===== src/hdl/stpe_pkg.sv =====
// shared types and constants for the stepper trapezoid pulse engine
package stpe_pkg;

    localparam int FRACTION_BITS_DEF = 24;
    localparam int SPEED_W           = 25;
    localparam int POS_W             = 32;
    localparam int RATE_W            = 24;
    localparam int DIST_W            = 31;
    localparam int CFG_IDX_W         = 2;
    localparam int CFG_DATA_W        = 31;

    localparam logic [RATE_W-1:0] ACCEL_RESET     = 24'd1;
    localparam logic [RATE_W-1:0] MAX_SPEED_RESET = 24'd16777;
    localparam logic [DIST_W-1:0] ACCEL_DIST_RESET = 31'd0;

    typedef enum logic [CFG_IDX_W-1:0] {
        CFG_ACCEL_PER_TICK     = 2'd0,
        CFG_MAX_SPEED_PER_TICK = 2'd1,
        CFG_ACCEL_DISTANCE     = 2'd2
    } cfg_index_t;

    typedef struct packed {
        logic [RATE_W-1:0] accel_per_tick;
        logic [RATE_W-1:0] max_speed_per_tick;
        logic [DIST_W-1:0] accel_distance;
    } cfg_t;

    typedef struct packed {
        logic             step_pulse;
        logic             direction;
        logic [POS_W-1:0] position;
        logic             moving;
    } step_result_t;

endpackage


===== src/hdl/stepper_trapezoid_pulse_engine_top.sv =====
// top level: config registers, motion core and result register
//
// Step/direction generator with a trapezoidal ramp. A start request
// (kind 1) latches a signed target; each tick request (kind 0) short of the
// goal updates the speed and the fraction accumulator and may emit one step.
// Every request gives exactly one result, registered in the cycle after its
// acceptance; a new request is taken every cycle while the result register
// is empty or being drained in the same cycle, so throughput is one request
// per clock. Configuration writes take effect on the next clock and should
// only be issued while no request is in flight.
module stepper_trapezoid_pulse_engine_top
    import stpe_pkg::*;
#(
    parameter int FRACTION_BITS = FRACTION_BITS_DEF
) (
    input  logic                    aclk,
    input  logic                    aresetn,
    input  logic                    s_valid,
    output logic                    s_ready,
    input  logic                    s_kind,
    input  logic signed [POS_W-1:0] s_target,
    output logic                    m_valid,
    input  logic                    m_ready,
    output logic                    m_step_pulse,
    output logic                    m_direction,
    output logic signed [POS_W-1:0] m_position,
    output logic                    m_moving,
    input  logic                    cfg_wr_en,
    input  logic [CFG_IDX_W-1:0]    cfg_index,
    input  logic [CFG_DATA_W-1:0]   cfg_data
);

    cfg_t         cfg_reg;
    step_result_t result;
    step_result_t out_reg;
    logic         m_valid_reg;
    logic         accept;

    assign s_ready = !m_valid_reg || m_ready;
    assign accept  = s_valid && s_ready;

    always_ff @(posedge aclk) begin
        if (!aresetn) begin
            cfg_reg.accel_per_tick     <= ACCEL_RESET;
            cfg_reg.max_speed_per_tick <= MAX_SPEED_RESET;
            cfg_reg.accel_distance     <= ACCEL_DIST_RESET;
        end else if (cfg_wr_en) begin
            case (cfg_index_t'(cfg_index))
                CFG_ACCEL_PER_TICK:     cfg_reg.accel_per_tick     <= cfg_data[RATE_W-1:0];
                CFG_MAX_SPEED_PER_TICK: cfg_reg.max_speed_per_tick <= cfg_data[RATE_W-1:0];
                CFG_ACCEL_DISTANCE:     cfg_reg.accel_distance     <= cfg_data[DIST_W-1:0];
                default: ;
            endcase
        end
    end

    stpe_motion #(
        .FRACTION_BITS(FRACTION_BITS)
    ) u_motion (
        .aclk    (aclk),
        .aresetn (aresetn),
        .accept  (accept),
        .kind    (s_kind),
        .target  (s_target),
        .cfg     (cfg_reg),
        .result  (result)
    );

    always_ff @(posedge aclk) begin
        if (!aresetn) begin
            m_valid_reg <= 1'b0;
        end else if (accept) begin
            m_valid_reg <= 1'b1;
        end else if (m_ready) begin
            m_valid_reg <= 1'b0;
        end
    end

    always_ff @(posedge aclk) begin
        if (accept) begin
            out_reg <= result;
        end
    end

    assign m_valid      = m_valid_reg;
    assign m_step_pulse = out_reg.step_pulse;
    assign m_direction  = out_reg.direction;
    assign m_position   = out_reg.position;
    assign m_moving     = out_reg.moving;

endmodule


===== src/hdl/stpe_motion.sv =====
// motion state and per-request ramp, accumulator and position update
module stpe_motion
    import stpe_pkg::*;
#(
    parameter int FRACTION_BITS = FRACTION_BITS_DEF
) (
    input  logic                    aclk,
    input  logic                    aresetn,
    input  logic                    accept,
    input  logic                    kind,
    input  logic signed [POS_W-1:0] target,
    input  cfg_t                    cfg,
    output step_result_t            result
);

    localparam int ACC_W = FRACTION_BITS + 2;
    localparam int SUM_W = ((ACC_W > SPEED_W) ? ACC_W : SPEED_W) + 1;
    localparam logic [ACC_W-1:0] ACC_MAX   = {ACC_W{1'b1}};
    localparam logic [ACC_W-1:0] STEP_UNIT = ACC_W'(1) << FRACTION_BITS;

    logic [POS_W-1:0]   cur_pos_reg, cur_pos_next;
    logic [POS_W-1:0]   goal_reg, goal_next;
    logic [POS_W-1:0]   decel_reg, decel_next;
    logic               dir_rev_reg, dir_rev_next;
    logic               motion_reg, motion_next;
    logic               in_decel_reg, in_decel_next;
    logic [SPEED_W-1:0] speed_reg, speed_next;
    logic [ACC_W-1:0]   acc_reg, acc_next;

    logic               pulse;
    logic [POS_W:0]     diff;
    logic [POS_W:0]     abs_diff;
    logic [POS_W-1:0]   half;
    logic [DIST_W-1:0]  back;
    logic [SPEED_W:0]   speed_sum;
    logic [SPEED_W:0]   speed_dec;
    logic [SUM_W-1:0]   acc_sum;
    logic [ACC_W-1:0]   acc_sat;

    always_comb begin
        cur_pos_next  = cur_pos_reg;
        goal_next     = goal_reg;
        decel_next    = decel_reg;
        dir_rev_next  = dir_rev_reg;
        motion_next   = motion_reg;
        in_decel_next = in_decel_reg;
        speed_next    = speed_reg;
        acc_next      = acc_reg;
        pulse         = 1'b0;

        diff = {target[POS_W-1], target} - {cur_pos_reg[POS_W-1], cur_pos_reg};
        abs_diff = diff[POS_W] ? (~diff + 1'b1) : diff;
        half = abs_diff[POS_W:1];
        back = ({1'b0, cfg.accel_distance} < half) ? cfg.accel_distance
                                                   : half[DIST_W-1:0];

        speed_sum = {1'b0, speed_reg} + {2'b00, cfg.accel_per_tick};
        speed_dec = {1'b0, speed_reg} - {2'b00, cfg.accel_per_tick};
        acc_sum   = '0;
        acc_sat   = acc_reg;

        if (kind) begin
            goal_next     = target;
            in_decel_next = 1'b0;
            speed_next    = '0;
            motion_next   = 1'b1;
            if (!diff[POS_W] && (diff != '0)) begin
                dir_rev_next = 1'b0;
                decel_next   = target - POS_W'(back);
            end else begin
                dir_rev_next = 1'b1;
                decel_next   = target + POS_W'(back);
            end
        end else if (motion_reg && (cur_pos_reg != goal_reg)) begin
            in_decel_next = in_decel_reg | (cur_pos_reg == decel_reg);
            if (!in_decel_next) begin
                if (speed_reg < {1'b0, cfg.max_speed_per_tick}) begin
                    speed_next = speed_sum[SPEED_W-1:0];
                end
            end else begin
                if (speed_dec[SPEED_W] || (speed_dec == '0)) begin
                    speed_next = {1'b0, cfg.accel_per_tick};
                end else begin
                    speed_next = speed_dec[SPEED_W-1:0];
                end
            end
            acc_sum = SUM_W'(acc_reg) + SUM_W'(speed_next);
            acc_sat = (acc_sum > SUM_W'(ACC_MAX)) ? ACC_MAX : acc_sum[ACC_W-1:0];
            acc_next = acc_sat;
            if (acc_sat > STEP_UNIT) begin
                pulse        = 1'b1;
                cur_pos_next = dir_rev_reg ? (cur_pos_reg - 1'b1)
                                           : (cur_pos_reg + 1'b1);
                acc_next     = acc_sat - STEP_UNIT;
            end
        end else begin
            motion_next = 1'b0;
        end

        result.step_pulse = pulse;
        result.direction  = dir_rev_next;
        result.position   = cur_pos_next;
        result.moving     = motion_next;
    end

    always_ff @(posedge aclk) begin
        if (!aresetn) begin
            cur_pos_reg  <= '0;
            goal_reg     <= '0;
            decel_reg    <= '0;
            dir_rev_reg  <= 1'b0;
            motion_reg   <= 1'b0;
            in_decel_reg <= 1'b0;
            speed_reg    <= '0;
            acc_reg      <= '0;
        end else if (accept) begin
            cur_pos_reg  <= cur_pos_next;
            goal_reg     <= goal_next;
            decel_reg    <= decel_next;
            dir_rev_reg  <= dir_rev_next;
            motion_reg   <= motion_next;
            in_decel_reg <= in_decel_next;
            speed_reg    <= speed_next;
            acc_reg      <= acc_next;
        end
    end

endmodule

===== config.mk =====
export PLATFORM = sky130hd
export DESIGN_NAME = stepper_trapezoid_pulse_engine_top
export DESIGN_NICKNAME = d
export VERILOG_FILES = /design/src/hdl/stpe_pkg.sv /design/src/hdl/stepper_trapezoid_pulse_engine_top.sv /design/src/hdl/stpe_motion.sv
export SDC_FILE = /design/constraint.sdc
export NUM_CORES = 1
export LEC_CHECK = 0
export BUFFER_PORTS_ARGS = -buffer_cell sky130_fd_sc_hd__buf_2
export CORE_ASPECT_RATIO = 2
export CORE_MARGIN = 5
export CORE_UTILIZATION = 55
export CTS_BUF_LIST = sky130_fd_sc_hd__clkbuf_2 sky130_fd_sc_hd__clkbuf_4 sky130_fd_sc_hd__clkbuf_8
export DETAILED_ROUTE_END_ITERATION = 7
export PLACE_DENSITY = 0.79
export SYNTH_ARGS = -nofsm -noshare
export SYNTH_HDL_FRONTEND = slang
export SYNTH_SLANG_ARGS = --single-unit

===== constraint.sdc =====
create_clock -name aclk -period 11.3 [get_ports aclk]
set_input_delay 1.695 -clock aclk [delete_from_list [all_inputs] [get_ports aclk]]
set_output_delay 1.695 -clock aclk [all_outputs]
set_load 0.02 [all_outputs]

==> metrics.txt <==
# TYPE chip_impl_metric gauge
chip_impl_info{name="synth.area.top_cells",value="dfxtp_1 (20%), ha_1 (12%), nand2_1 (7.0%)"} 1
chip_impl_metric{name="worstPathArrival",unit="ns"} 11.22
chip_impl_info{name="cts_tree",value="built"} 1
chip_impl_info{name="clk_root_buffer_cell",value="clkbuf_8"} 1
chip_impl_metric{name="postRouteAntennaNets",unit=""} 0
chip_impl_info{name="synthFlopType",value="dfxtp_1"} 1
chip_impl_metric{name="placeableCoreArea",unit="mm2"} 0.04178
chip_impl_metric{name="fin_total_pwr",unit="mW"} 2.943
chip_impl_metric{name="vdd.ir_drop.worst",unit="mV"} 0.1162
chip_impl_metric{name="global_route_total_usage_across_every_layer",unit="%"} 34.10
chip_impl_metric{name="finalCritPeriodShare",unit="%"} 96.16
chip_impl_metric{name="synth.lib_cells_used.distinct",unit=""} 100
chip_impl_metric{name="first_global_vias",unit=""} 23540
chip_impl_metric{name="clkLatencyLatePin",unit="ns"} 0.59
chip_impl_metric{name="place_inst",unit=""} 3621
chip_impl_metric{name="synthesis.yosys.warnings",unit=""} 0
chip_impl_info{name="worstSetupEndpoint",value="m_position[26]"} 1
chip_impl_metric{name="drt_first_iter_violations",unit=""} 1417
chip_impl_metric{name="grt_pass1_wl",unit="um"} 125800
chip_impl_metric{name="final_period_minus_worst_setup_slack",unit="ns"} 10.87
chip_impl_info{name="synth_area_leader_cell",value="dfxtp_1"} 1
chip_impl_info{name="critical_path.endpoint_type",value="flip-flop"} 1
chip_impl_metric{name="max_cap_viols",unit=""} 0
chip_impl_metric{name="num_vias",unit=""} 23080
chip_impl_info{name="critPathSlowestCell",value="nor4_1"} 1
chip_impl_metric{name="power.density_cell_area",unit="mW/mm2"} 112.8
chip_impl_metric{name="worst_slew_margin_rel",unit="%"} 7.236
chip_impl_metric{name="die-width",unit="um"} 155.4
chip_impl_metric{name="pre_cts_ws",unit="ns"} -0.2614
chip_impl_metric{name="routabilityCongestion",unit=""} 1.118
chip_impl_metric{name="setup_skew",unit="ns"} 0.03065
chip_impl_metric{name="ff2ff_path_depth",unit=""} 34
chip_impl_metric{name="die_y",unit="um"} 300.8
chip_impl_metric{name="detail_route.drc_violations",unit=""} 0
chip_impl_metric{name="cell_row_count",unit=""} 106
chip_impl_metric{name="largest_register_ff_count",unit=""} 79
chip_impl_metric{name="timing.final.ws_setup",unit="ns"} 0.4336
chip_impl_info{name="timing.setup.critical_path_class",value="flip-flop to flip-flop"} 1
chip_impl_metric{name="cts_max_path_buffers",unit=""} 3
chip_impl_metric{name="max_freq",unit="MHz"} 92.03
chip_impl_metric{name="crit_path_max_incr_delay",unit="ns"} 0.59
chip_impl_metric{name="htree_levels",unit=""} 2
chip_impl_metric{name="io_buffers",unit=""} 107
chip_impl_metric{name="postSynthAreaPerCell",unit="um2"} 7.829
chip_impl_metric{name="area_growth",unit="%"} 12.16
chip_impl_metric{name="leakage",unit="nW"} 11.28
chip_impl_info{name="outcome",value="finished clean"} 1
chip_impl_metric{name="wl_per_cell",unit="um"} 22.44
chip_impl_metric{name="synthArstFlopShare",unit="%"} 0
chip_impl_info{name="r2r_end",value="m_position[26]"} 1
chip_impl_info{name="grt_setup_unrepaired",value="false"} 1
chip_impl_metric{name="synth_cells",unit=""} 2970
chip_impl_metric{name="post-dp-hpwl",unit="um"} 66330
chip_impl_metric{name="synth_top_cell_area_share",unit="%"} 19.80
chip_impl_metric{name="synth_area",unit="mm2"} 0.02325
chip_impl_metric{name="cts-buffers-inserted",unit=""} 42
chip_impl_metric{name="path_max_fanout",unit=""} 31
chip_impl_metric{name="reg2reg_slack",unit="ns"} 0.43
chip_impl_metric{name="final-hold-violation-count",unit=""} 0
chip_impl_metric{name="postSynthNetCount",unit=""} 3270
chip_impl_metric{name="final_max_slew_viol_count",unit=""} 0
chip_impl_info{name="timing.hold.worst.class",value="flip-flop to flip-flop"} 1
chip_impl_metric{name="antenna_found_initial",unit=""} 6
chip_impl_metric{name="worstMarginPinSlew",unit="ns"} 1.377
chip_impl_metric{name="ff_latch_count_synth",unit=""} 265
chip_impl_metric{name="synth.yosys.seq_area_share",unit="%"} 24.32
chip_impl_metric{name="setup_viol",unit=""} 0
chip_impl_metric{name="cts_sinks",unit=""} 265
chip_impl_info{name="critPathLaunch",value="u_motion.speed_reg[0]"} 1
chip_impl_metric{name="synth_enable_flop_cells",unit=""} 35
chip_impl_info{name="regToRegStartpoint",value="u_motion.speed_reg[0]"} 1
chip_impl_metric{name="design.final.nets",unit=""} 3428
chip_impl_metric{name="pin_count_of_the_biggest_net_entering_global_routing",unit=""} 103
chip_impl_info{name="startpoint_type",value="flip-flop"} 1
chip_impl_metric{name="initial_core_util",unit="%"} 55.65
chip_impl_metric{name="post_layout_nonfiller_instances",unit=""} 3703
chip_impl_metric{name="worst_hold_slack",unit="ns"} 0.4639
chip_impl_metric{name="drt_first_pass_iters",unit=""} 6
chip_impl_metric{name="io-pin-count",unit=""} 108
chip_impl_metric{name="clk_pin_slew",unit="ns"} 0.07
chip_impl_metric{name="cp.required",unit="ns"} 11.65
chip_impl_metric{name="routed_via_density",unit=""} 6.234
chip_impl_metric{name="dieArea",unit="mm2"} 0.04674
chip_impl_metric{name="finalWirelength",unit="um"} 83080
chip_impl_metric{name="final_layout_size_suffix_gt1_share",unit="%"} 12.95
chip_impl_metric{name="grt-ovfl-total",unit=""} 0
-- layout by cell type (no fill, tap or decap), drive strengths merged, types with 12 or more instances in the layout --
cell,synthesis,final
buf,29,245
nor2b,52,52
a211oi,29,29
nor2,165,165
edfxtp,35,35
nand4,31,31
o21a,27,27
and2,47,47
nor3,57,57
a21oi,172,173
a21boi,123,124
xnor2,154,154
a31oi,30,30
clkinv,1,12
mux2,14,14
ha,223,223
or3,32,32
inv,153,154
o21bai,19,19
dfxtp,230,230
nand2,431,431
nand3,59,59
or2,14,14
nor4,27,27
mux2i,56,56
o211ai,39,39
a22o,23,23
nand2b,29,29
xor2,94,94
o31ai,23,23
o21ai,175,175
clkbuf,104,55
a21o,62,62
and3,31,31
-- cells by family after synthesis --
family	count (synthesis)	share of synthesized area, %
XOR/XNOR	248	9.342
multiplexers	70	3.089
adder cells (fa/ha/maj)	229	12.52
AO/OA/AOI/OAI	845	24.65
AND/OR/NAND/NOR	1026	21.29
buffers and inverters	287	4.795
flip-flops	265	24.32
-- per-stage QoR --
stage / TNS, ns / cell area (um2) / utilization (%)
finish: 0 / 26080 / 62.42
global placement: -0.3179 / 25000 / 59.85
floorplan: 0 / 23250 / -
detailed placement: -1.132 / 25000 / 59.85
CTS: 0 / 25960 / 62.14
global route: 0 / 26070 / 62.40
-- critical path, delay by kind of cell (launching register included) --
family / cells / cell delay (ns)
mux: 2 / 0.66
simple gates: 7 / 2.52
xor+xnor: 1 / 0.22
compound gates: 17 / 5.07
buf+inv: 4 / 0.70
flops: 1 / 0.36
fa+ha+maj: 3 / 1.07
-- power breakdown --
part	switching [mW]	total [mW]	leakage [nW]	internal (mW)
Sequential	0.0299	1.02	2.22	0.991
Combinational	0.574	0.951	8.56	0.377
Clock	0.422	0.970	0.505	0.548
Total	1.03	2.94	11.3	1.92
-- worst min path at each step --
stage | from | to | slack [ns] | depth (start not counted)
finish | cfg_reg[37] | cfg_reg[37] | 0.46 | 2
detailed placement | cfg_reg[53] | cfg_reg[53] | 0.46 | 2
CTS | cfg_reg[53] | cfg_reg[53] | 0.47 | 2
global placement | cfg_reg[31] | cfg_reg[31] | 0.45 | 2
floorplan | cfg_reg[31] | cfg_reg[31] | 0.44 | 2
global route | cfg_reg[53] | cfg_reg[53] | 0.49 | 2
-- cell type report --
type / count / area (um2)
antenna: 5 / 12.51
clock buffer: 55 / 706.9
clock inverter: 19 / 250.2
fill: 3734 / 15700
inverter: 154 / 578.1
multi-input combinational: 2420 / 16630
sequential: 265 / 5655
tap: 540 / 675.6
timing repair buffer: 245 / 1574
-- layer usage --
layer | vias to the layer above | routed length (um) | global-route usage (%)
li1 | 10950 | - | -
met1 | 10820 | 26490 | 30.48
met2 | 870 | 41780 | 62.56
met3 | 434 | 4133 | 4.976
met4 | 4 | 10650 | 33.84
met5 | - | 33 | 0
-- synthesized netlist by cell type, types with 11 or more instances --
master    number
nand2_1      431
dfxtp_1      230
ha_1         223
a21oi_1      171
nor2_1       164
o21ai_0      162
xnor2_1      154
inv_1        153
a21boi_0     120
clkbuf_1     104
xor2_1        94
a21o_1        62
nand3_1       58
mux2i_1       56
nor3_1        54
nor2b_1       52
and2_1        47
o211ai_1      39
edfxtp_1      35
and3_1        31
nand4_1       31
or3_1         31
a31oi_1       30
nand2b_1      29
a211oi_1      26
nor4_1        26
o21a_1        26
a22o_1        23
o31ai_1       23
o21bai_1      19
buf_2         15
or2_2         13
mux2_2        11
o21ai_1       11
-- repair_timing --
action                     in CTS  in global routing
resized for setup               0                 16
setup endpoints to repair       0                 33
hold endpoints to repair        0                  0
setup buffers                   0                  1
hold buffers                    0                  0
Note: power is estimated with default switching activity, not from simulation.
